<file path="config.mk">
export PLATFORM = sky130hd
export DESIGN_NAME = nba_cell
export DESIGN_NICKNAME = d
export VERILOG_FILES = /design/src/rtl/nba_pkg.sv /design/src/rtl/nba_cell.sv
export SDC_FILE = /design/constraint.sdc
export NUM_CORES = 1
export LEC_CHECK = 0
export ABC_AREA = 1
export BUFFER_PORTS_ARGS = -buffer_cell sky130_fd_sc_hd__buf_2
export CAP_MARGIN = 10
export CORE_ASPECT_RATIO = 1.1
export CORE_MARGIN = 2
export CORE_UTILIZATION = 35
export DETAILED_ROUTE_END_ITERATION = 8
export GPL_TIMING_DRIVEN = 0
export PLACE_DENSITY = 0.61
export SYNTH_ARGS = -nofsm -noshare
export SYNTH_HDL_FRONTEND = slang
export SYNTH_SLANG_ARGS = --single-unit
</file>
<file path="constraint.sdc">
create_clock -name clk -period 3.6 [get_ports clk]
set_clock_uncertainty 0.1 [all_clocks]
set_input_delay 0 -clock clk [delete_from_list [all_inputs] [get_ports clk]]
set_output_delay 0 -clock clk [all_outputs]
set_load 0.005 [all_outputs]
</file>
<file path="src/rtl/nba_pkg.sv">
// Shared types and constants for the neighbor bearing angle pipeline.
`timescale 1ns / 1ps

package nba_pkg;

  // Coordinate difference width after the longitude wrap.
  localparam int XW = 27;
  // CORDIC x/y datapath width after normalization (magnitude below 2^40, gain ~1.65).
  localparam int DW = 44;
  // Angle accumulator width, Q30 radians.
  localparam int ZW = 34;
  // Normalizing shift amount width.
  localparam int KW = 6;
  // Normalize until the larger magnitude has its leading one at this bit.
  localparam int NORM_EXP = 39;

  localparam int TABLE_LEN = 24;
  localparam int ANGLE_W = 19;
  localparam int ROUND_SHIFT = 14;

  localparam logic signed [ZW-1:0] HALF_PI_Q30 = 34'sd1686629713;
  localparam logic signed [ZW-1:0] ROUND_BIAS = 34'sd8192;
  localparam logic signed [ZW-1:0] ANGLE_LIMIT = 34'sd205887;

  // atan(2^-i) in Q30, truncated.
  localparam logic signed [ZW-1:0] ATAN_Q30 [TABLE_LEN] = '{
    34'sd843314856, 34'sd497837829, 34'sd263043836, 34'sd133525158,
    34'sd67021686,  34'sd33543515,  34'sd16775850,  34'sd8388437,
    34'sd4194282,   34'sd2097149,   34'sd1048575,   34'sd524287,
    34'sd262143,    34'sd131071,    34'sd65535,     34'sd32767,
    34'sd16383,     34'sd8191,      34'sd4095,      34'sd2047,
    34'sd1023,      34'sd511,       34'sd255,       34'sd127
  };

  // Starting value of the angle accumulator after the quarter turn.
  typedef enum logic [1:0] {
    ZS_NONE,
    ZS_POS,
    ZS_NEG
  } nba_zstart_t;

  // Status that rides along with each transaction.
  typedef struct packed {
    logic ok;   // center not at a pole and neighbor present
    logic nz;   // the two points differ
  } nba_tag_t;

endpackage

</file>
<file path="src/rtl/nba_cell.sv">
// One CORDIC vectoring micro-rotation, registered.
`timescale 1ns / 1ps

module nba_cell import nba_pkg::*; #(
  parameter int STEP = 0
) (
  input  logic                 clk,
  input  logic                 rst,
  input  logic                 en,
  input  logic                 in_vld,
  input  nba_tag_t             in_tag,
  input  logic signed [DW-1:0] in_x,
  input  logic signed [DW-1:0] in_y,
  input  logic signed [ZW-1:0] in_z,
  output logic                 out_vld,
  output nba_tag_t             out_tag,
  output logic signed [DW-1:0] out_x,
  output logic signed [DW-1:0] out_y,
  output logic signed [ZW-1:0] out_z
);

  logic signed [DW-1:0] xs, ys, x_next, y_next;
  logic signed [ZW-1:0] z_next;

  // Rotate toward the x axis; y strictly positive turns clockwise.
  always_comb begin
    xs = in_x >>> STEP;
    ys = in_y >>> STEP;
    if (!in_y[DW-1] && (in_y != '0)) begin
      x_next = in_x + ys;
      y_next = in_y - xs;
      z_next = in_z + ATAN_Q30[STEP];
    end else begin
      x_next = in_x - ys;
      y_next = in_y + xs;
      z_next = in_z - ATAN_Q30[STEP];
    end
  end

  always_ff @(posedge clk) begin
    if (rst) begin
      out_vld <= 1'b0;
    end else if (en) begin
      out_vld <= in_vld;
    end
  end

  always_ff @(posedge clk) begin
    if (en) begin
      out_tag <= in_tag;
      out_x   <= x_next;
      out_y   <= y_next;
      out_z   <= z_next;
    end
  end

endmodule

</file>
==> results by group <==
Outcome
  – Outcome: completed

Pwr
  – Switching portion of total power: 0.407
  – Clk pwr share: 0.279
  – Static Leak: 10.6 nW
  – Gate power share: 0.431
  – Total Power: 6.57 mW
  – P_int: 3.90 mW
  – Peak supply drop: 0.331 mV
  – PwrDens: 329 nW/um^2
  – Sequential power share: 0.290
  – Net switching power: 2.68 mW

Yosys
  – Most used flip-flop cell after synthesis: edfxtp_1
  – Sequential fraction of the synthesis area: 0.220
  – EDFF count, synth: 123
  – Netlist cell types: 46
  – Synthesized area per cell: 6.16 um^2
  – Synthesized flop and latch total: 124
  – Area contributors post-synth: edfxtp_1 22%, nand2_1 20%, ha_1 12%
  – Synth Cell Area: 16900 um^2
  – Share of synthesized registers carrying an async set or reset: 0
  – Post-Syn Nets: 3026
  – Synth Instances: 2736
  – Top-area cell type share of the netlist area: 0.219
  – Leading area contributor after synthesis: edfxtp_1
  – YS warnings: 0

Setup path
  – Crit path top cell by count: nand2_1
  – Setup crit end kind: flip-flop
  – Cell-by-cell trace of the critical path: buf_2, inv_1, nand4_1, nor2_1, nand2_1, nor2_1, nand3_1, nand2_4, inv_2, buf_6, ha_1, nand3_1, nand2_1, a21boi_1, o21ai_1, nand2_1, nand2_1, nand2_1, nand3_1, nand2_1
  – Critical path class: input pin to flip-flop
  – CP arrival: 3.60 ns
  – Slowest cell on crit path: ha_1
  – CP max FO: 33
  – R2R Setup Slk: 2.36 ns
  – Startpoint class of the critical path: input pin
  – Largest stage delay, worst path: 0.40 ns
  – Crit path required time: 3.75 ns

Clock network
  – Worst-skew pair later-pin latency: 0.49 ns
  – CTS Buf Count: 17
  – Clk buf depth: 2
  – Root Buffer: clkbuf_16
  – H-tree levels: 4
  – Postcts setup bufs: 0
  – CTS tree: built
  – Clk slew on worst S/H paths: 0.06 ns
  – Clk sink count: 124

Global routing
  – Gr ovfl total: 0
  – Gr usage total: 0.276
  – Global-route wire length before repair: 101 mm
  – Initial antenna violation count: 1
  – Largest net degree at the start of global routing: 85
  – Vias in the first global route: 18.3k

Cells and area
  – Nets: 3339
  – Commonest non-fill, non-tap cell in the layout: nand2_1
  – Synthesis-to-layout area growth: 18.6%
  – Fraction of layout cells with a size suffix above 1: 0.149
  – Fillers: 5352
  – # diodes: 0
  – Most frequent cells in the layout: 904 x nand2_1, 455 x inv_1, 260 x buf_2

Die
  – # IOs: 253
  – Chip Width: 213 um
  – Initial Util: 0.353
  – Die Height: 234 um
  – Core ar.: 47700 um^2
  – Die area: 49900 um^2
  – Rows: 84

STA
  – Worst-Margin Slew: 1.02 ns
  – Fmax: 0.289 GHz
  – Final hold vios: 0
  – Tcrit/Tclk final: 0.960
  – Hold Slack: 0.0410 ns
  – Slew Limit Fails: 0
  – Unrepaired setup endpoints after global routing: false
  – Max_slew headroom: 0.318
  – # setup viols final: 0
  – Fin crit period: 3.46 ns

Placed design
  – DP HPWL: 57.6 mm
  – GP Congestion: 0.986
  – IO buf count: 252

Routing
  – Avg Vias per Cell: 5.00
  – Drt drc: 0
  – Drt first pass iters: 7
  – Initial DRC Count: 1427
  – Detail Route Antenna Nets: 0
  – Total wire length: 68.3 mm
  – Via count: 18.5k
  – Average wire per standard cell: 18.4 um

Job
  – Max_cap viols: 0

Hold path
  – Path category of the worst min-delay check: input pin to flip-flop
[power by group through the flow]
stage / Clock (mW) / Sequential, mW / Combinational, mW
3_3_place_gp: 0 / 1.94 / 2.74
2_1_floorplan: 0 / 1.97 / 1.67
3_5_place_dp: 0 / 1.94 / 2.74
6_report: 1.83 / 1.91 / 2.83
4_1_cts: 1.90 / 1.91 / 2.79
5_1_grt: 1.95 / 1.93 / 3.13
[repair_timing]
item                                    4_1_cts  5_1_grt
hold buffers                                 42        0
endpoints found under the hold margin        77        0
gates resized for setup                       2        5
endpoints found under the setup margin       15       10
[cells by family (layout without fill, tap and decap cells)]
group                    Yosys count  count (layout)  share of synthesized area
multiplexers                       1               1                   0.000594
XOR/XNOR                          50              50                     0.0260
flip-flops                       124             124                      0.220
buffers and inverters            527             853                      0.132
AO/OA/AOI/OAI                    339             339                      0.113
adder cells (fa/ha/maj)          162             162                      0.122
AND/OR/NAND/NOR                 1533            1533                      0.386
[worst paths after layout]
kind                              start         to  cells past startpoint
worst max-delay path            in_y[1]  out_z[32]                     20
worst min-delay path            in_x[1]   out_y[1]                      4
worst max register to register  out_vld    out_vld                      3
worst min register to register  out_vld    out_vld                      3
[cells in the mapped netlist, types with 4 or more instances]
| master | instances |
|---|---|
| a21oi_1 | 154 |
| o21bai_1 | 28 |
| a31oi_1 | 7 |
| a21oi_2 | 5 |
| nand2_4 | 5 |
| buf_4 | 25 |
| nand3_2 | 6 |
| o21ai_0 | 103 |
| nor3_2 | 4 |
| nand4_1 | 41 |
| fa_1 | 4 |
| nand3_1 | 225 |
| nor3_1 | 18 |
| buf_6 | 19 |
| inv_1 | 455 |
| o21a_1 | 4 |
| o21ai_2 | 7 |
| a21o_1 | 6 |
| clkbuf_1 | 4 |
| xnor2_1 | 4 |
| ha_1 | 158 |
| buf_2 | 10 |
| nor2_2 | 42 |
| nand2_1 | 904 |
| o211ai_2 | 4 |
| xor2_1 | 46 |
| edfxtp_1 | 123 |
| nor2_4 | 4 |
| nor2_1 | 249 |
| inv_2 | 12 |
| nand2_2 | 22 |
| o21ai_1 | 17 |
[metal layers]
layer / track usage / up-vias / part of all wire
met5: 0 / - / 0.00023
met4: 0.157 / 2 / 0.056
met2: 0.469 / 675 / 0.47
met1: 0.331 / 8407 / 0.42
met3: 0.0418 / 161 / 0.060
li1: - / 9290 / -
[metrics by stage]
stage               utilization  setup WS, ns  instance area, um^2  instances  setup TNS, ns
floorplan                     -         0.822                16900       2736              0
global placement          0.397        -0.783                18900       3633         -14.00
detailed placement        0.397        -0.778                19000       3634         -14.08
CTS                       0.419        0.0502                20000       3707              0
global route              0.419        0.0218                20000       3707              0
finish                    0.419         0.144                20000       3707              0
[final cells by class]
type	count	area [um^2]	area share
multi-input cells	2085	10900	0.546
flip-flops and latches	124	3710	0.186
inverters	467	1750	0.0877
repair buffers	295	1720	0.0858
well taps	645	807	0.0404
plain buffers	59	487	0.0243
clock buffers	19	433	0.0216
clock inverters	13	165	0.00826
[state kept, by name, indices dropped and copies added, names as in the netlist]
signal / flops
out_tag: 2
out_vld: 1
out_x: 44
out_y: 43
out_z: 34
[critical path: cells and delay by family]
| kind | cells | cell delay [ns] |
|---|---|---|
| buffers and inverters | 4 | 0.63 |
| adder cells (fa/ha/maj) | 1 | 0.40 |
| AO/OA/AOI/OAI | 2 | 0.55 |
| AND/OR/NAND/NOR | 13 | 2.01 |
No activity file was read; power rests on OpenSTA's default activity.
