$ cat config.mk
export PLATFORM = sky130hd
export DESIGN_NAME = nba_norm
export DESIGN_NICKNAME = d
export VERILOG_FILES = /design/src/rtl/nba_pkg.sv /design/src/rtl/nba_norm.sv
export SDC_FILE = /design/constraint.sdc
export NUM_CORES = 1
export LEC_CHECK = 0
export ABC_AREA = 1
export BUFFER_PORTS_ARGS = -buffer_cell sky130_fd_sc_hd__buf_2
export CORE_ASPECT_RATIO = 1.5
export CORE_MARGIN = 3
export CORE_UTILIZATION = 55
export CTS_CLUSTER_DIAMETER = 40
export CTS_CLUSTER_SIZE = 12
export DETAILED_ROUTE_END_ITERATION = 6
export PLACE_DENSITY = 0.82
export SYNTH_ARGS = -nofsm -noshare
export SYNTH_HDL_FRONTEND = slang
export SYNTH_SLANG_ARGS = --single-unit
export TNS_END_PERCENT = 1
$ cat constraint.sdc
create_clock -name clk -period 3.2 [get_ports clk]
set_input_delay 0.32 -clock clk [delete_from_list [all_inputs] [get_ports clk]]
set_output_delay 0.32 -clock clk [all_outputs]
set_load 0.005 [all_outputs]
$ cat src/rtl/nba_pkg.sv
// Shared types and constants for the neighbor bearing angle pipeline.
`timescale 1ns / 1ps

package nba_pkg;

  // Coordinate difference width after the longitude wrap.
  localparam int XW = 27;
  // CORDIC x/y datapath width after normalization (magnitude below 2^40, gain ~1.65).
  localparam int DW = 44;
  // Angle accumulator width, Q30 radians.
  localparam int ZW = 34;
  // Normalizing shift amount width.
  localparam int KW = 6;
  // Normalize until the larger magnitude has its leading one at this bit.
  localparam int NORM_EXP = 39;

  localparam int TABLE_LEN = 24;
  localparam int ANGLE_W = 19;
  localparam int ROUND_SHIFT = 14;

  localparam logic signed [ZW-1:0] HALF_PI_Q30 = 34'sd1686629713;
  localparam logic signed [ZW-1:0] ROUND_BIAS = 34'sd8192;
  localparam logic signed [ZW-1:0] ANGLE_LIMIT = 34'sd205887;

  // atan(2^-i) in Q30, truncated.
  localparam logic signed [ZW-1:0] ATAN_Q30 [TABLE_LEN] = '{
    34'sd843314856, 34'sd497837829, 34'sd263043836, 34'sd133525158,
    34'sd67021686,  34'sd33543515,  34'sd16775850,  34'sd8388437,
    34'sd4194282,   34'sd2097149,   34'sd1048575,   34'sd524287,
    34'sd262143,    34'sd131071,    34'sd65535,     34'sd32767,
    34'sd16383,     34'sd8191,      34'sd4095,      34'sd2047,
    34'sd1023,      34'sd511,       34'sd255,       34'sd127
  };

  // Starting value of the angle accumulator after the quarter turn.
  typedef enum logic [1:0] {
    ZS_NONE,
    ZS_POS,
    ZS_NEG
  } nba_zstart_t;

  // Status that rides along with each transaction.
  typedef struct packed {
    logic ok;   // center not at a pole and neighbor present
    logic nz;   // the two points differ
  } nba_tag_t;

endpackage

$ cat src/rtl/nba_norm.sv
// Two-stage normalizer: leading-one search, then left shift to the CORDIC width.
`timescale 1ns / 1ps

module nba_norm import nba_pkg::*; (
  input  logic                 clk,
  input  logic                 rst,
  input  logic                 en,
  input  logic                 in_vld,
  input  nba_tag_t             in_tag,
  input  logic signed [XW-1:0] in_x,
  input  logic signed [XW-1:0] in_y,
  input  nba_zstart_t          in_zs,
  input  logic        [XW-1:0] in_orm,
  output logic                 out_vld,
  output nba_tag_t             out_tag,
  output logic signed [DW-1:0] out_x,
  output logic signed [DW-1:0] out_y,
  output logic signed [ZW-1:0] out_z
);

  logic        [KW-1:0] lead;
  logic        [KW-1:0] k_next;

  logic                 vld3;
  nba_tag_t             tag3;
  logic signed [XW-1:0] x3, y3;
  nba_zstart_t          zs3;
  logic        [KW-1:0] k;

  logic signed [ZW-1:0] z_next;

  always_comb begin
    lead = '0;
    for (int i = 0; i < XW; i++) begin
      if (in_orm[i]) begin
        lead = KW'(i);
      end
    end
    k_next = KW'(NORM_EXP) - lead;
  end

  always_ff @(posedge clk) begin
    if (rst) begin
      vld3 <= 1'b0;
    end else if (en) begin
      vld3 <= in_vld;
    end
  end

  always_ff @(posedge clk) begin
    if (en) begin
      tag3 <= in_tag;
      x3   <= in_x;
      y3   <= in_y;
      zs3  <= in_zs;
      k    <= k_next;
    end
  end

  always_comb begin
    case (zs3)
      ZS_POS:  z_next = HALF_PI_Q30;
      ZS_NEG:  z_next = -HALF_PI_Q30;
      default: z_next = '0;
    endcase
  end

  always_ff @(posedge clk) begin
    if (rst) begin
      out_vld <= 1'b0;
    end else if (en) begin
      out_vld <= vld3;
    end
  end

  always_ff @(posedge clk) begin
    if (en) begin
      out_tag <= tag3;
      out_x   <= DW'(x3) <<< k;
      out_y   <= DW'(y3) <<< k;
      out_z   <= z_next;
    end
  end

endmodule

==> results.md, run 1 <==
* Clock share of power at 36.1%
* Reg clk slew, reported paths at 70 ps
* Yosys Warn Count at 0
* Number of global-route vias before repair at 6818
* Worst setup startpoint: k[0]
* CP required at 3320 ps
* Starting Density at 57.1%
* Type of the tightest min-delay check: input port to flip-flop
* Syn avg cell area at 8.56 um2
* First-pass GRT wire length at 33700 um
* Relative slew slack at 43.5%
* Hold violation total from the final report at 0
* Number of enable flip-flop cells after synthesis at 157
* Violation count after the first detailed-route iteration at 537
* Maximum vdd drop at 0.313 mV
* Fin crit period at 2560 ps
* Cts bufs inserted at 17
* Clk Latency, worst-skew pair at 430 ps
* NetSw at 0.00166 W
* Max Buffers Root-to-Sink at 2
* Height of the die at 161 um
* WL per Instance at 15.0 um
* Total Routing Usage GR at 24.3%
* # Post-CTS Setup Buffers at 0
* Cell row count at 55
* Root buffer cell: clkbuf_16
* Detailed Route WL at 20800 um
* Yosys reg bits at 159
* Int Pwr at 0.00404 W
* Die Span X at 109 um
* Setup ws final at 643 ps
* Vias per Instance at 5.48
* Startpoint types: flip-flop
* Share of layout cells above drive strength 1 at 22.1%
* Reg power frac at 44.9%
* CTS tree: built
* Drt first pass iters at 5
* Post-DP HPWL at 15400 um
* Unrepaired setup endpoints after global routing: false
* Synth Cell Area at 8760 um2
* Static leakage at 4.60 nW
* Post-cts resize count at 0
* Status: completed
* Via count at 7600
* Total Nets Final at 1266
* Seq/Total Area, Yosys at 54.2%
* Port Buffers at 212
* Die area at 17500 um2
* Leading cell types in the layout, fill and taps excluded: 298 x nand2_1, 211 x buf_2, 157 x edfxtp_1, 126 x o21ai_0, 95 x nor2_1
* # setup viols final at 0
* Post-DRT Antenna Nets at 0
* Final setup TNS at 0 ps
* Final core occ at 66.8%
* Ys async rst share at 0%
* Switching share of total power at 29.2%
* Hold wc startpoint: in_tag[1]
* Syn_nets at 1116
* Commonest non-fill, non-tap cell in the layout: nand2_1
* Crit Path Class: flip-flop to flip-flop
* Hold Slack at 59.7 ps
* Synth cell types at 27
* Worst Skew at 13.2 ps
* Area Growth Syn to Fin at 17.0%
* Power per cell area at 556 nW/um2
* ANT cells at 0
* Worst-path maximum fanout at 25
* Routability Congestion at 0.951
* Post-synth top flop: edfxtp_1
* Max-slew violation total from the final report at 0
* Crit path arrival time at 2680 ps
* Max Cap Viol at 0
* Pre-CTS WS at 726 ps
* Slew @ Worst Pin at 846 ps
* Critical path capture point type: flip-flop
* Worst r2r src: k[0]
* DRC viols at 0
* Max frequency at 391 MHz
* Pin count of the biggest net entering global routing at 95
* Overflow after GRT at 0
* Fin crit share at 79.9%
* Gate power share at 19.0%
* Cell count after synthesis at 1024
* Num Clock Sinks at 159
* # hold bufs at CTS at 0
* Tot Pwr at 0.00571 W
* Core area at 15300 um2
* Initial antenna violation count at 0
* Number of I/O pins at 214
* H-tree depth at 4
-- cell families after synthesis --
family          synth area share [%]
buf+inv                         9.82
mux                            0.799
flops                           54.2
compound gates                  14.4
fa+ha+maj                      0.428
simple gates                    20.3
-- final cells by class --
class | instances | area [um2]
clock buffer | 18 | 429
clock inverter | 14 | 170
fill | 1271 | 5090
inverter | 82 | 313
multi-input combinational | 687 | 3150
sequential | 159 | 4750
tap | 199 | 249
timing repair buffer | 227 | 1190
-- synth_stat cells (3+ instances only) --
library cell | count | area share [%]
a22oi_1 | 5 | 0.43
o211ai_1 | 4 | 0.34
mux2i_1 | 7 | 0.80
nand3_1 | 59 | 3.4
clkbuf_1 | 37 | 1.6
buf_1 | 6 | 0.26
ha_1 | 3 | 0.43
o22ai_1 | 30 | 2.1
inv_1 | 77 | 3.3
a31oi_1 | 13 | 0.93
buf_6 | 5 | 0.64
o21ai_1 | 20 | 1.1
buf_2 | 12 | 0.69
buf_4 | 36 | 3.1
o21ai_0 | 126 | 7.2
nand2_1 | 298 | 13
nor2_1 | 95 | 4.1
o221ai_1 | 16 | 1.6
a21oi_1 | 7 | 0.40
edfxtp_1 | 157 | 54
-- power groups by stage --
stage	clock network [W]	registers, W	logic, W
floorplan	0	0.00260	0.000707
global placement	0	0.00260	0.00104
detailed placement	0	0.00261	0.00106
CTS	0.00208	0.00257	0.00107
global route	0.00220	0.00258	0.00123
finish	0.00206	0.00256	0.00108
-- worst max-delay path, stage by stage, from the launching register on --
cell	delay [ps]
edfxtp_1	680
inv_6	170
buf_4	250
nand2_1	80
nand2_1	70
o21ai_0	280
o21ai_0	140
o21ai_0	410
o221ai_1	180
-- flip-flops by register name, indices dropped and copies added (netlist names) --
| register | cells |
|---|---|
| out_vld | 1 |
| tag3 | 2 |
| k | 6 |
| vld3 | 1 |
| out_x | 44 |
| zs3 | 2 |
| out_tag | 2 |
| x3 | 27 |
| out_y | 44 |
| out_z | 3 |
| y3 | 27 |
-- path summary, 6_finish.rpt --
kind / end / slack (ps) / cells after the start
min reg2reg: out_tag[0] / 420 / 0
min: tag3[1] / 60 / 1
max reg2reg: out_x[36] / 640 / 8
max: out_x[36] / 640 / 8
-- through the flow --
| stage | std cells | instance area (um2) |
|---|---|---|
| floorplan | 1024 | 8760 |
| global placement | 1354 | 9660 |
| detailed placement | 1354 | 9660 |
| CTS | 1386 | 10300 |
| global route | 1386 | 10300 |
| finish | 1386 | 10300 |
-- per-layer routing --
metal  vias to the layer above  part of all wire (%)  global-route usage, %
met1                      3427                    41                   32.8
met5                         -                     0                      0
met2                       366                    49                   39.1
li1                       3762                     -                      -
met3                        45                   7.5                   4.70
met4                         0                   3.1                   8.73
(Power assumes the default switching activity.)
==> run 2, diff against run 1 <==
--- a/config.mk
+++ b/config.mk
@@ -9,11 +9,11 @@
 export BUFFER_PORTS_ARGS = -buffer_cell sky130_fd_sc_hd__buf_2
 export CORE_ASPECT_RATIO = 1.5
 export CORE_MARGIN = 3
-export CORE_UTILIZATION = 55
+export CORE_UTILIZATION = 54
 export CTS_CLUSTER_DIAMETER = 40
 export CTS_CLUSTER_SIZE = 12
 export DETAILED_ROUTE_END_ITERATION = 6
-export PLACE_DENSITY = 0.82
+export PLACE_DENSITY = 0.81
 export SYNTH_ARGS = -nofsm -noshare
 export SYNTH_HDL_FRONTEND = slang
 export SYNTH_SLANG_ARGS = --single-unit
==> constraint.sdc (replaced) <==
create_clock -name clk -period 2.4 [get_ports clk]
set_input_delay 0.24 -clock clk [delete_from_list [all_inputs] [get_ports clk]]
set_output_delay 0.24 -clock clk [all_outputs]
set_load 0.005 [all_outputs]
==> run 2 against run 1 <==
Clock-buffer cell count shrank 1. Largest power group unchanged. Wire length grew 10%. Setup slack lost 480 ps. Critical endpoint is now out_x[39]. Final cell count grew 5.1%.
==> results.md, run 2 (synthesized netlist as in run 1, its figures left out) <==
* Height of the die at 162 um (+0.89%)
* Crit path arrival time at 2390 ps (-290 ps)
* Crit-path max cell delay at 510 ps (-170 ps)
* Cts bufs inserted at 17 (unchanged)
* Die Span X at 110 um (+0.87%)
* Routability Congestion at 0.937 (-1.5%)
* Worst-path maximum fanout at 59 (+140%)
* Num Clock Sinks at 159 (unchanged)
* Clk Latency, worst-skew pair at 430 ps (about the same)
* WP buf/inv at 1 (-1)
* CP required at 2550 ps (-770 ps)
* Max-slew violation total from the final report at 0 (unchanged)
* Pin count of the biggest net entering global routing at 77 (-19%)
* Maximum vdd drop at 0.455 mV (+46%)
* Worst R2R Setup Slack at 160 ps (-480 ps)
* Most used cell along the critical path: o21ai_0
* Fin crit share at 93.2% (+13 points)
* Total Nets Final at 1332 (+5.2%)
* Number of global-route vias before repair at 7263 (+6.5%)
* Root buffer cell: clkbuf_16
* DRC viols at 0 (unchanged)
* Worst Skew at 7.19 ps (-6.03 ps)
* Starting Density at 55.6% (-1.5 points)
* Violation count after the first detailed-route iteration at 615 (+15%)
* Detailed Route WL at 22900 um (+10%)
* Critical path capture point type: flip-flop
* Status: completed
* Post-DRT Antenna Nets at 0 (unchanged)
* Crit Path Class: flip-flop to flip-flop
* Max Buffers Root-to-Sink at 2 (unchanged)
* Vias per Instance at 5.44 (-0.87%)
* Max Cap Viol at 0 (unchanged)
* Cells along the critical path: buf_12 -> nand2_1 -> nand2_1 -> o21ai_0 -> o21ai_0 -> o21ai_0 -> o221ai_1
* Startpoint types: flip-flop
* H-tree depth at 4 (unchanged)
* # setup viols final at 0 (unchanged)
* Area Growth Syn to Fin at 25.6%
* Cell row count at 56 (+1.8%)
* Drt first pass iters at 6 (+1)
* Max frequency at 447 MHz (+14%)
* Commonest non-fill, non-tap cell in the layout: nand2_1
* Port Buffers at 212 (unchanged)
* Worst path slowest cell: edfxtp_1
* Fin crit period at 2240 ps (-320 ps)
* First-pass GRT wire length at 35700 um (+6.1%)
* ANT cells at 0 (unchanged)
* WL per Instance at 15.7 um (+4.8%)
* Share of layout cells above drive strength 1 at 21.6% (-0.44 points)
* Reg clk slew, reported paths at 70 ps (about the same)
* Post-DP HPWL at 15600 um (+1.1%)
* Core area at 15800 um2 (+2.7%)
* Static leakage at 4.93 nW (+7.0%)
* Via count at 7914 (+4.1%)
* Slew @ Worst Pin at 575 ps (-271 ps)
* Leading cell types in the layout, fill and taps excluded: 298 x nand2_1, 211 x buf_2, 157 x edfxtp_1, 125 x o21ai_0, 95 x nor2_1
* Unrepaired setup endpoints after global routing: false
* Initial antenna violation count at 0 (unchanged)
* Delay-heaviest family, CP: compound AO/OA/AOI/OAI gates
* Relative slew slack at 61.7% (+18 points)
* Hold violation total from the final report at 0 (unchanged)
* Biggest registers after layout: out_x: 44 flops, out_y: 44 flops
* Total Routing Usage GR at 25.8% (+1.5 points)
* CTS tree: built
* Overflow after GRT at 0 (unchanged)
* Final setup TNS at 0 ps (unchanged)
* Power per cell area at 703 nW/um2 (+26%)
* Tot Pwr at 0.00773 W (+36%)
* Number of I/O pins at 214 (unchanged)
* Type of the tightest min-delay check: input port to flip-flop
* # Post-CTS Setup Buffers at 0 (unchanged)
* Die area at 17800 um2 (+1.8%)
-- run 2: where the power goes --
part	internal (W)	switching (W)	total, W
Sequential	0.00332	0.0000984	0.00342
Combinational	0.000607	0.000988	0.00160
Clock	0.00148	0.00124	0.00272
-- run 2: path summary, 6_finish.rpt --
check / depth (start not counted) / start / end
worst max-delay path: 7 / k[0] / out_x[39]
worst min-delay path: 1 / in_y[22] / y3[22]
worst max register to register: 7 / k[0] / out_x[39]
worst min register to register: 0 / tag3[0] / out_tag[0]
-- run 2: per-stage QoR --
| step | instances | hold slack, ps | worst slack (ps) | util [%] | area [um2] |
|---|---|---|---|---|---|
| 2_1_floorplan | 1024 | 309 | 676 | - | 8760 |
| 4_1_cts | 1456 | 5.04 | 219 | 69.8 | 11000 |
| 3_3_place_gp | 1366 | 403 | 299 | 62.4 | 9840 |
| 3_5_place_dp | 1366 | 413 | 242 | 62.4 | 9840 |
| 6_report | 1456 | 9.78 | 164 | 69.8 | 11000 |
| 5_1_grt | 1456 | 8.76 | 4.55 | 69.8 | 11000 |
-- run 2: cell type report --
cell class                 instances  area (um2)
fill                            1266        4760
tap                              203         254
timing repair buffer             293        1950
sequential                       159        4750
clock inverter                    15         165
inverter                          82         313
multi-input combinational        687        3150
clock buffer                      17         425
-- run 2: worst reg2reg max path, delay by kind of cell, from the launching register on --
kind            cells  cell delay, ps
flops               1             510
simple gates        2             160
compound gates      4            1030
buf+inv             1             250
-- run 2: routing by layer --
metal	GRT usage, %	routed length (um)	vias up
li1	-	-	3898
met1	31.3	8780	3595
met2	45.0	11700	376
met3	5.29	1840	45
met4	8.85	543	0
met5	0	0	-
-- run 2: timing repair --
action,in CTS,in global routing
gates resized for setup,0,1
hold buffers,58,0
endpoints found under the setup margin,0,1
hold endpoints to repair,59,0
