File: config.mk
export PLATFORM = sky130hd
export DESIGN_NAME = nba_front
export DESIGN_NICKNAME = d
export VERILOG_FILES = /design/src/rtl/nba_pkg.sv /design/src/rtl/nba_front.sv
export SDC_FILE = /design/constraint.sdc
export NUM_CORES = 1
export LEC_CHECK = 0
export ABC_AREA = 1
export BUFFER_PORTS_ARGS = -buffer_cell sky130_fd_sc_hd__buf_2
export CORE_MARGIN = 5
export CORE_UTILIZATION = 45
export CTS_CLUSTER_DIAMETER = 40
export CTS_CLUSTER_SIZE = 28
export DETAILED_ROUTE_END_ITERATION = 10
export PLACE_DENSITY = 0.77
export SYNTH_ARGS = -nofsm -noshare
export SYNTH_HDL_FRONTEND = slang
export SYNTH_SLANG_ARGS = --single-unit
File: constraint.sdc
create_clock -name clk -period 2.8 [get_ports clk]
set_clock_uncertainty 0.05 [all_clocks]
set_input_delay 0.28 -clock clk [delete_from_list [all_inputs] [get_ports clk]]
set_output_delay 0.28 -clock clk [all_outputs]
set_load 0.005 [all_outputs]
File: src/rtl/nba_pkg.sv
// Shared types and constants for the neighbor bearing angle pipeline.
`timescale 1ns / 1ps

package nba_pkg;

  // Coordinate difference width after the longitude wrap.
  localparam int XW = 27;
  // CORDIC x/y datapath width after normalization (magnitude below 2^40, gain ~1.65).
  localparam int DW = 44;
  // Angle accumulator width, Q30 radians.
  localparam int ZW = 34;
  // Normalizing shift amount width.
  localparam int KW = 6;
  // Normalize until the larger magnitude has its leading one at this bit.
  localparam int NORM_EXP = 39;

  localparam int TABLE_LEN = 24;
  localparam int ANGLE_W = 19;
  localparam int ROUND_SHIFT = 14;

  localparam logic signed [ZW-1:0] HALF_PI_Q30 = 34'sd1686629713;
  localparam logic signed [ZW-1:0] ROUND_BIAS = 34'sd8192;
  localparam logic signed [ZW-1:0] ANGLE_LIMIT = 34'sd205887;

  // atan(2^-i) in Q30, truncated.
  localparam logic signed [ZW-1:0] ATAN_Q30 [TABLE_LEN] = '{
    34'sd843314856, 34'sd497837829, 34'sd263043836, 34'sd133525158,
    34'sd67021686,  34'sd33543515,  34'sd16775850,  34'sd8388437,
    34'sd4194282,   34'sd2097149,   34'sd1048575,   34'sd524287,
    34'sd262143,    34'sd131071,    34'sd65535,     34'sd32767,
    34'sd16383,     34'sd8191,      34'sd4095,      34'sd2047,
    34'sd1023,      34'sd511,       34'sd255,       34'sd127
  };

  // Starting value of the angle accumulator after the quarter turn.
  typedef enum logic [1:0] {
    ZS_NONE,
    ZS_POS,
    ZS_NEG
  } nba_zstart_t;

  // Status that rides along with each transaction.
  typedef struct packed {
    logic ok;   // center not at a pole and neighbor present
    logic nz;   // the two points differ
  } nba_tag_t;

endpackage

File: src/rtl/nba_front.sv
// Front stages: coordinate differences, longitude wrap, quarter turn.
`timescale 1ns / 1ps

module nba_front import nba_pkg::*; #(
  parameter int COORD_FRAC_BITS = 16
) (
  input  logic                    clk,
  input  logic                    rst,
  input  logic                    en,
  input  logic                    in_vld,
  input  logic signed [23:0]      clat,
  input  logic signed [24:0]      clon,
  input  logic signed [23:0]      nlat,
  input  logic signed [24:0]      nlon,
  input  logic                    present,
  output logic                    out_vld,
  output nba_tag_t                out_tag,
  output logic signed [XW-1:0]    out_x,
  output logic signed [XW-1:0]    out_y,
  output nba_zstart_t             out_zs,
  output logic        [XW-1:0]    out_orm
);

  // Wide enough for 360 degrees at any fraction width.
  localparam int WW = (COORD_FRAC_BITS + 10 > XW) ? COORD_FRAC_BITS + 10 : XW;
  localparam logic signed [WW-1:0] DEG90  = WW'(64'(90) << COORD_FRAC_BITS);
  localparam logic signed [WW-1:0] DEG180 = WW'(64'(180) << COORD_FRAC_BITS);
  localparam logic signed [WW-1:0] DEG360 = WW'(64'(360) << COORD_FRAC_BITS);

  logic signed [WW-1:0] lon_d, lon_w, alat, clat_w;
  logic signed [XW-1:0] dx_next, dy_next;
  logic                 ok_next;

  // Stage 1 registers
  logic                 vld1;
  logic                 ok1;
  logic signed [XW-1:0] dx, dy;

  // Stage 2 next values
  logic signed [XW-1:0] x_next, y_next;
  logic        [XW-1:0] ay;
  nba_zstart_t          zs_next;

  always_comb begin
    lon_d  = WW'(nlon) - WW'(clon);
    if (lon_d > DEG180) begin
      lon_w = lon_d - DEG360;
    end else if (lon_d < -DEG180) begin
      lon_w = lon_d + DEG360;
    end else begin
      lon_w = lon_d;
    end
    dx_next = XW'(lon_w);
    dy_next = XW'(nlat) - XW'(clat);
    clat_w  = WW'(clat);
    alat    = clat_w[WW-1] ? -clat_w : clat_w;
    ok_next = (alat < DEG90) && present;
  end

  always_ff @(posedge clk) begin
    if (rst) begin
      vld1 <= 1'b0;
    end else if (en) begin
      vld1 <= in_vld;
    end
  end

  always_ff @(posedge clk) begin
    if (en) begin
      ok1 <= ok_next;
      dx  <= dx_next;
      dy  <= dy_next;
    end
  end

  // Turn a vector in the left half plane by a quarter turn toward the x axis.
  always_comb begin
    if (dx[XW-1]) begin
      if (!dy[XW-1]) begin
        x_next  = dy;
        y_next  = -dx;
        zs_next = ZS_POS;
      end else begin
        x_next  = -dy;
        y_next  = dx;
        zs_next = ZS_NEG;
      end
    end else begin
      x_next  = dx;
      y_next  = dy;
      zs_next = ZS_NONE;
    end
    ay = y_next[XW-1] ? XW'(-y_next) : XW'(y_next);
  end

  always_ff @(posedge clk) begin
    if (rst) begin
      out_vld <= 1'b0;
    end else if (en) begin
      out_vld <= vld1;
    end
  end

  always_ff @(posedge clk) begin
    if (en) begin
      out_tag.ok <= ok1;
      out_tag.nz <= (dx != '0) || (dy != '0);
      out_x      <= x_next;
      out_y      <= y_next;
      out_zs     <= zs_next;
      // x is never negative here; the OR keeps the leading one of the larger magnitude
      out_orm    <= XW'(x_next) | ay;
    end
  end

endmodule

==> results of run 1 <==
==> metal layers <==
layer | vias to the layer above | part of all wire (%) | wire (um) | global-route usage (%)
met4 | 0 | 2.0 | 599 | 5.71
met5 | - | 0 | 0 | 0
met3 | 52 | 6.1 | 1860 | 2.89
met1 | 4820 | 45 | 13600 | 28.5
met2 | 329 | 47 | 14400 | 36.1
li1 | 5519 | - | - | -
==> cells in the mapped netlist (17+ instances only) <==
library cell and count:
nand2_2 26, xnor2_1 17, nand2_1 483, a21oi_1 49, nand3_1 123, inv_1 248, o21ai_0 48, nor2_2 18
xor2_1 52, nor2_1 119, edfxtp_1 138, nand4_1 35, ha_1 54
==> cell families after synthesis <==
logic type / share of synthesized area, %
flops: 36.7
other cells: 0.0329
buf+inv: 9.83
compound gates: 6.92
xor+xnor: 5.30
fa+ha+maj: 6.28
simple gates: 35.0
==> final timing paths <==
path / start / endpoint
setup / recovery: dy[0] / out_orm[20]
hold / removal: in_vld / vld1
setup reg to reg: dy[0] / out_orm[20]
hold reg to reg: ok1 / out_tag[1]
==> state kept, by name (all words and copies together), names as in the netlist <==
register and count:
out_orm 27, ok1 1, dy 25, out_zs 2, out_tag 2, out_vld 1, dx 27, out_x 27
out_y 27, vld1 1
==> metrics by stage <==
stage / setup slack, ns / total power, W / TNS (ns) / area [um^2]
after floorplan: 0.163 / 0.00546 / 0 / 11400
after global placement: -0.00613 / 0.00661 / -0.00613 / 13000
after detailed placement: -0.0480 / 0.00670 / -0.0604 / 13000
after CTS: 0.0388 / 0.00902 / 0 / 13600
after global routing: -0.00235 / 0.00966 / -0.00243 / 13700
final: 0.132 / 0.00906 / 0 / 13700
==> worst max-delay path: cells and delay by family, from the launching register on <==
family | cells | cell delay [ns]
XOR/XNOR | 1 | 0.19
adder cells (fa/ha/maj) | 1 | 0.15
buffers and inverters | 3 | 0.38
flip-flops | 1 | 0.50
AND/OR/NAND/NOR | 9 | 0.94
AO/OA/AOI/OAI | 2 | 0.21
==> cell type report <==
cell class	instances	area, um^2
clock buffers	17	425
clock inverters	15	178
fillers	2376	11300
inverters	262	987
multi-input cells	1141	6170
flip-flops and latches	140	4180
well taps	330	413
repair buffers	237	1380
==> power breakdown <==
group          internal (W)  total (W)  switching (W)
clock network       0.00135    0.00232       0.000972
logic               0.00131    0.00353        0.00221
registers           0.00293    0.00321       0.000287
total               0.00559    0.00906        0.00347
==> what timing repair did <==
| item | 4_1_cts | 5_1_grt |
|---|---|---|
| buffers inserted | 0 | 4 |
| endpoints found under the hold margin | 2 | 0 |
| hold buffers | 1 | 0 |
| gates resized for setup | 2 | 22 |
| pin swaps | 0 | 8 |
| endpoints found under the setup margin | 3 | 15 |
==> impl_metrics.env, run 1 <==
export IMPL_outcome="finished, final reports clean"
export IMPL_reg2reg_depth=16
export IMPL_ctsHtreeMaxLevel=4
export IMPL_dr_pass1_iters=6
export IMPL_dpl_hpwl_mm=25.0
export IMPL_wl_per_cell_um=14.2
export IMPL_worstPathArrival_ns=2.81
export IMPL_cpMostUsedCell="nand2_2"
export IMPL_cts_tree="yes"
export IMPL_end_kind="flip-flop"
export IMPL_diodes=0
export IMPL_period_share_pct=95.3
export IMPL_first_iter_violations=818
export IMPL_r2r_setup_slack_ns=0.13
export IMPL_io_buffers=188
export IMPL_whs_path_depth=3
export IMPL_initial_core_util_pct=45.6
export IMPL_syn_inst=1565
export IMPL_final_util_pct=54.9
export IMPL_cp_max_fo=3
export IMPL_layout_commonest_cell="nand2_1"
export IMPL_max_stage_delay_ns=0.50
export IMPL_synth_top_cell_by_area="edfxtp_1"
export IMPL_vias_per_cell=5.00
export IMPL_die_area_mm2=0.0286
export IMPL_cap_viol_max_count=0
export IMPL_drcViolationCount=0
export IMPL_final_cell_mix="479 x nand2_1, 246 x inv_1, 187 x buf_2, 138 x edfxtp_1, 121 x nand3_1"
export IMPL_grt_pass1_vias=10300
export IMPL_yosysWarnings=0
export IMPL_synth_flop_cell="edfxtp_1"
export IMPL_p_per_area_mw_per_mm2=659
export IMPL_cts_made_buffers=17
export IMPL_io_pins=189
export IMPL_antenna_found_initial=0
export IMPL_place_inst=2105
export IMPL_synth_cell_type_count=50
export IMPL_ir_drop_uv=461
export IMPL_cp_required_ns=2.94
export IMPL_finalHoldViolCount=0
export IMPL_path_class="reg2reg"
export IMPL_core_area_mm2=0.0250
export IMPL_grt_max_degree=62
export IMPL_whs_ns=0.0461
export IMPL_yosysSeqAreaShare_pct=36.7
export IMPL_cts_clk_slew_worst_paths_ns=0.07
export IMPL_grt_use_total_pct=21.2
export IMPL_routabilityCongestion=0.962
export IMPL_grt_pass1_wl_mm=49.8
export IMPL_clk_root_buffer_cell="clkbuf_16"
export IMPL_slew_viol_final=0
export IMPL_setup_viol=0
export IMPL_grt_overflow=0
export IMPL_period_needed_ns=2.67
export IMPL_async_flop_share_pct=0
export IMPL_hp_class="in2reg"
export IMPL_crit_path_start_kind="flip-flop"
export IMPL_vias=10700
export IMPL_clock_path_buffers=2
export IMPL_finalWirelength_mm=30.5
export IMPL_clk_latency_ns=0.44
export IMPL_slowest_stage="edfxtp_1"
export IMPL_synth_top_area_share_pct=36.3
export IMPL_numClockSinks=140
export IMPL_fin_nets=1958
export IMPL_die_w_um=169
export IMPL_die_h_um=169
export IMPL_avgSynthCellArea_um2=7.29
export IMPL_drive_above_1_share_pct=21.4
export IMPL_max_freq_ghz=0.375
export IMPL_synth_edf_count=138
export IMPL_netlist_area_mm2=0.0114
export IMPL_ant_nets=0
export IMPL_synth_area_leaders="edfxtp_1 36%, nand2_1 16%, inv_1 8.2%"
export IMPL_leakagePower_nw=6.80
export IMPL_synthesis_nets=1724
export IMPL_crit_chain="inv_2 -> ha_4 -> nand3_4 -> nor3_4 -> nand2_2 -> nor2_2 -> nand2_2 -> nor2_4 -> buf_6 -> nand2_2 -> nand2_2 -> o21ai_1 -> xor2_1 -> o21ai_1 -> buf_4 -> nand3_1"
export IMPL_synth_seq_cells=140
export IMPL_area_delta_synth_final_pct=20.5
export IMPL_layout_cells_non_filler=2142
export IMPL_fp_row_count=58
Power figures use the tool's default switching activity.
==> inputs of run 2 (changes only) <==
--- a/config.mk
+++ b/config.mk
@@ -12,6 +12,7 @@
 export CTS_CLUSTER_DIAMETER = 40
 export CTS_CLUSTER_SIZE = 28
 export DETAILED_ROUTE_END_ITERATION = 10
+export MAX_ROUTING_LAYER = met4
 export PLACE_DENSITY = 0.77
 export SYNTH_ARGS = -nofsm -noshare
 export SYNTH_HDL_FRONTEND = slang
==> run 2 against run 1 <==
Against the previous run:
- clock power shrank 6%
- total power shrank 1.5%
- cell area shrank 0.14%
- count of clock-buffer cells in the layout is the same
- cell count grew 0.33%
- critical path type unchanged
- critical endpoint unchanged
- largest cell class unchanged
==> impl_metrics.env, run 2 (synthesis gave the netlist of run 1 again) <==
export IMPL_outcome="finished, final reports clean"
export IMPL_setup_tns_ns=0
export IMPL_final_util_pct=54.8
export IMPL_path_delay_family="simple AND/OR/NAND/NOR gates"
export IMPL_ctsHtreeMaxLevel=4
export IMPL_die_w_um=169
export IMPL_ir_drop_uv=420
export IMPL_grt_pass1_wl_mm=50.0
export IMPL_clock_path_buffers=2
export IMPL_initial_core_util_pct=45.6
export IMPL_grt_pass1_vias=10200
export IMPL_grt_overflow=0
export IMPL_clk_root_buffer_cell="clkbuf_16"
export IMPL_path_class="reg2reg"
export IMPL_grt_use_total_pct=22.1
export IMPL_vias_per_cell=4.99
export IMPL_fin_area_mm2=0.0137
export IMPL_end_kind="flip-flop"
export IMPL_crit_path_start_kind="flip-flop"
export IMPL_fillers=2372
export IMPL_layout_commonest_cell="nand2_1"
export IMPL_worstMarginPinSlew_ns=0.593
export IMPL_post_dp_cell_area_mm2=0.0131
export IMPL_setup_viol=0
export IMPL_io_pins=189
export IMPL_clk_latency_ns=0.43
export IMPL_p_per_area_mw_per_mm2=650
export IMPL_path_buf_inv=3
export IMPL_cts_tree="yes"
export IMPL_setup_ws_ns=0.0849
export IMPL_max_freq_ghz=0.368
export IMPL_cp_required_ns=2.92
export IMPL_ant_nets=0
export IMPL_drive_above_1_share_pct=21.8
export IMPL_diodes=0
export IMPL_die_h_um=169
export IMPL_worstPathArrival_ns=2.83
export IMPL_numClockSinks=140
export IMPL_r2r_setup_slack_ns=0.08
export IMPL_routabilityCongestion=0.938
export IMPL_cts_made_buffers=17
export IMPL_io_buffers=188
export IMPL_max_stage_delay_ns=0.51
export IMPL_cts_clk_slew_worst_paths_ns=0.07
export IMPL_first_iter_violations=846
export IMPL_pre_cts_slack_ns=-0.00845
export IMPL_dpl_hpwl_mm=25.7
export IMPL_hp_class="in2reg"
export IMPL_finalHoldViolCount=0
export IMPL_dr_pass1_iters=5
export IMPL_cp_max_fo=4
export IMPL_wl_per_cell_um=14.4
export IMPL_fin_nets=1965
export IMPL_period_share_pct=97.0
export IMPL_whs_ns=0.0586
export IMPL_rsz0062_at_grt="true"
export IMPL_antenna_found_initial=0
export IMPL_fp_row_count=58
export IMPL_crit_chain="inv_1 -> nand3_2 -> nor3_2 -> nand2_1 -> nor2_2 -> nand2_2 -> nor2_2 -> buf_4 -> nand2_1 -> nand2_2 -> o21ai_1 -> xor2_1 -> o21ai_1 -> buf_4 -> nand3_1"
export IMPL_final_cell_mix="479 x nand2_1, 246 x inv_1, 187 x buf_2, 138 x edfxtp_1, 122 x nand3_1"
export IMPL_cap_viol_max_count=0
export IMPL_core_area_mm2=0.0250
export IMPL_slew_headroom_pct=60.5
export IMPL_die_area_mm2=0.0286
export IMPL_grt_max_degree=45
export IMPL_area_delta_synth_final_pct=20.3
export IMPL_leakagePower_nw=6.80
export IMPL_drcViolationCount=0
export IMPL_finalWirelength_mm=31.0
export IMPL_period_needed_ns=2.72
export IMPL_vias=10700
export IMPL_slowest_stage="edfxtp_1"
export IMPL_slew_viol_final=0
-- run 2: cell types whose count changed in the layout (fill, tap and decap cells not counted), moves of 2 or more --
cell	previous run	this run
nor2_1	114	111
buf_12	5	3
o21ai_0	45	47
buf_4	43	53
o21ai_1	10	8
inv_8	4	6
nor2_2	22	26
inv_6	5	3
bufinv_16	2	0
-- run 2: what timing repair did --
item / in CTS / in global routing
buffers inserted: 0 / 1
hold buffers: 1 / 0
setup endpoints to repair: 0 / 10
endpoints found under the hold margin: 2 / 0
gates resized for setup: 0 / 21
-- run 2: per-layer routing --
layer / share of wire [%] / vias up / global-route usage, % / wire [um]
met5: 0 / - / - / 0
li1: - / 5534 / - / -
met2: 47 / 334 / 36.5 / 14700
met1: 45 / 4813 / 28.6 / 13900
met3: 6.1 / 40 / 3.59 / 1900
met4: 1.8 / 0 / 5.64 / 556
-- run 2: power breakdown --
part	switching, W	internal, W
combinational	0.00220	0.00131
sequential	0.000303	0.00293
clock	0.00100	0.00118
-- run 2: final timing paths --
check / startpoint / to / depth (start not counted)
worst min register to register: ok1 / out_tag[1] / 0
worst min-delay path: in_vld / vld1 / 3
worst max-delay path: dy[2] / out_orm[20] / 15
worst max register to register: dy[2] / out_orm[20] / 15
-- run 2: per-stage QoR --
step / std cells / total power, W
after global placement: 2115 / 0.00663
after global routing: 2149 / 0.00952
final: 2149 / 0.00892
after floorplan: 1565 / 0.00546
after CTS: 2148 / 0.00892
after detailed placement: 2115 / 0.00672
-- run 2: layout make-up --
class | count | area, um^2 | area share [%]
Clock buffer | 17 | 425 | 3.10
Clock inverter | 15 | 146 | 1.07
Inverter | 262 | 987 | 7.19
Multi-Input combinational cell | 1141 | 6160 | 44.9
Sequential cell | 140 | 4180 | 30.5
Tap cell | 330 | 413 | 3.01
Timing Repair Buffer | 244 | 1400 | 10.2
-- run 2: worst reg2reg max path, stage by stage (launching register included) --
cell      delay (ns)
edfxtp_1        0.51
inv_1           0.20
nand3_2         0.11
nor3_2          0.17
nand2_1         0.11
nor2_2          0.17
nand2_2         0.09
nor2_2          0.10
buf_4           0.14
nand2_1         0.08
nand2_2         0.09
o21ai_1         0.07
xor2_1          0.16
o21ai_1         0.17
buf_4           0.15
nand3_1         0.08
==> inputs of run 3 (changes only) <==
--- a/config.mk
+++ b/config.mk
@@ -7,13 +7,15 @@
 export LEC_CHECK = 0
 export ABC_AREA = 1
 export BUFFER_PORTS_ARGS = -buffer_cell sky130_fd_sc_hd__buf_2
+export CELL_PAD_IN_SITES_DETAIL_PLACEMENT = 0
+export CELL_PAD_IN_SITES_GLOBAL_PLACEMENT = 2
 export CORE_MARGIN = 5
-export CORE_UTILIZATION = 45
+export CORE_UTILIZATION = 30
 export CTS_CLUSTER_DIAMETER = 40
 export CTS_CLUSTER_SIZE = 28
 export DETAILED_ROUTE_END_ITERATION = 10
 export MAX_ROUTING_LAYER = met4
-export PLACE_DENSITY = 0.77
+export PLACE_DENSITY = 0.87
 export SYNTH_ARGS = -nofsm -noshare
 export SYNTH_HDL_FRONTEND = slang
 export SYNTH_SLANG_ARGS = --single-unit
==> constraint.sdc (replaced) <==
create_clock -name clk -period 2.2 [get_ports clk]
set_clock_uncertainty 0.05 [all_clocks]
set_input_delay 0.22 -clock clk [delete_from_list [all_inputs] [get_ports clk]]
set_output_delay 0.22 -clock clk [all_outputs]
set_load 0.005 [all_outputs]
==> run 3 against run 2 <==
Against the previous run:
- the run now ends with setup timing left
- sequential share of layout area fell by 6.5 points
- hold slack improved by 0.051 ns
- critical path type unchanged
- count of clock-buffer cells in the layout rose by 1
- register-to-register slack lost 0.35 ns
- critical path depth decreased by 5
- clock power is 24% higher
- global-route usage shrank 4.3 points
- combinational power grew 96%
- flip-flop and latch count is the same
- total power up 52%
- core utilization down 8.3 points
- highest routed layer unchanged
- worst setup slack got worse by 0.35 ns
==> impl_metrics.env, run 3 (synthesis gave the netlist of run 1 again) <==
export IMPL_grt_pass1_wl_mm=58.5
export IMPL_grt_use_met3_pct=2.23
export IMPL_io_buffers=188
export IMPL_ctsHtreeMaxLevel=4
export IMPL_period_needed_ns=2.47
export IMPL_clock_path_buffers=2
export IMPL_setup_viol=43
export IMPL_io_pins=189
export IMPL_cap_viol_max_count=0
export IMPL_dpl_hpwl_mm=30.1
export IMPL_violations="setup timing"
export IMPL_wl_per_cell_um=13.9
export IMPL_grt_use_total_pct=17.8
export IMPL_drcViolationCount=0
export IMPL_grt_busiest_layer="met2"
export IMPL_worstPathArrival_ns=2.59
export IMPL_crit_start="dy[4]"
export IMPL_grt_overflow=0
export IMPL_clk_latency_ns=0.43
export IMPL_finalWirelength_mm=36.7
export IMPL_cp_required_ns=2.32
export IMPL_rsz0062_at_grt="true"
export IMPL_antenna_found_initial=1
export IMPL_diodes=0
export IMPL_grt_max_degree=47
export IMPL_rr_startpoint="dy[4]"
export IMPL_end_kind="flip-flop"
export IMPL_cts_clk_slew_worst_paths_ns=0.07
export IMPL_area_delta_synth_final_pct=53.1
export IMPL_layout_commonest_cell="nand2_1"
export IMPL_die_h_um=205
export IMPL_hp_class="in2reg"
export IMPL_whs_ns=0.109
export IMPL_finalHoldViolCount=0
export IMPL_vias=11600
export IMPL_min_from="present"
export IMPL_fin_nets=2268
export IMPL_ir_drop_uv=511
export IMPL_post_dp_cell_area_mm2=0.0152
export IMPL_numClockSinks=140
export IMPL_die_area_mm2=0.0420
export IMPL_dr_pass1_iters=5
export IMPL_first_iter_violations=514
export IMPL_final_cell_mix="411 x nand2_1, 325 x buf_4, 232 x inv_1, 186 x buf_2, 138 x edfxtp_1"
export IMPL_initial_core_util_pct=30.3
export IMPL_period_share_pct=112
export IMPL_p_per_area_mw_per_mm2=779
export IMPL_whs_path_depth=3
export IMPL_slew_viol_final=0
export IMPL_routabilityCongestion=0.873
export IMPL_leakagePower_nw=8.48
export IMPL_cts_made_buffers=17
export IMPL_reg2reg_depth=10
export IMPL_die_w_um=205
export IMPL_vias_per_cell=4.41
export IMPL_cp_max_fo=4
export IMPL_use_met2_pct=28.9
export IMPL_max_freq_ghz=0.405
export IMPL_use_met1_pct=24.1
export IMPL_core_area_mm2=0.0376
export IMPL_grt_pass1_vias=11600
export IMPL_slew_headroom_pct=60.4
export IMPL_outcome="complete, but fails checks"
export IMPL_layout_cells_non_filler=2633
export IMPL_setup_ws_ns=-0.270
export IMPL_place_inst=2539
export IMPL_path_class="reg2reg"
export IMPL_fin_area_mm2=0.0175
export IMPL_cts_tree="yes"
export IMPL_ant_nets=0
export IMPL_clk_root_buffer_cell="clkbuf_16"
export IMPL_fp_row_count=71
export IMPL_crit_path_start_kind="flip-flop"
export IMPL_drive_above_1_share_pct=41.7
export IMPL_worstMarginPinSlew_ns=0.589
## run 3: cell count changes in the layout (fill, tap and decap cells not counted), moves of 14 or more
cell / change
buf_4: +272
buf_6: +24
ha_1: -17
ha_4: +15
inv_1: -14
nand2_1: -68
nand2_2: +54
nand3_1: -32
nand3_2: +22
nor2_1: -26
nor2_4: +20
o21ai_0: -19
## run 3: final timing paths
path	slack (ns)	endpoint
worst min-delay path	0.11	ok1
worst max register to register	-0.27	out_orm[19]
worst min register to register	0.37	out_tag[1]
worst max-delay path	-0.27	out_orm[19]
## run 3: cell type report
class                   count  area [um^2]
clock inverters            14          120
multi-input cells        1141         7220
inverters                 262         1030
repair inverters            1         3.75
well taps                 511          639
repair buffers            546         3840
flip-flops and latches    140         4180
clock buffers              18          429
fillers                  3796        20100
## run 3: per-stage QoR
step	worst slack [ns]	utilization (%)	power, W	TNS (ns)
final	-0.270	46.5	0.0136	-6.00
after floorplan	-0.167	-	0.00697	-1.26
after global routing	-0.421	46.5	0.0146	-12.19
after CTS	-0.327	43.9	0.0131	-6.71
after global placement	-0.595	40.4	0.00982	-14.09
after detailed placement	-0.576	40.4	0.00988	-14.69
## run 3: where the power goes
part | internal [W] | switching (W) | total [W]
sequential | 0.00372 | 0.000285 | 0.00401
clock | 0.00155 | 0.00116 | 0.00271
combinational | 0.00322 | 0.00367 | 0.00689
total | 0.00849 | 0.00511 | 0.0136
## run 3: worst max-delay path: stages, from the launching register on
cell and delay, ns:
edfxtp_1 0.54, nor2_1 0.15, nand4_1 0.20, nor3_4 0.29, nand3_4 0.14, o21ai_4 0.22, o21ai_1 0.10, xor2_1 0.16
o21ai_1 0.14, buf_4 0.14, nand3_1 0.07
## run 3: timing repair
item / in CTS / in global routing
endpoints found under the setup margin: 48 / 54
gates cloned: 1 / 0
resized for setup: 124 / 194
hold buffers: 2 / 0
setup buffers: 36 / 27
endpoints found under the hold margin: 2 / 0
pin swaps: 58 / 98
## run 3: per-layer routing
layer	up-vias	part of all wire, %
met5	-	0
met4	0	1.5
met3	31	4.0
met2	220	47
met1	5230	48
li1	6130	-
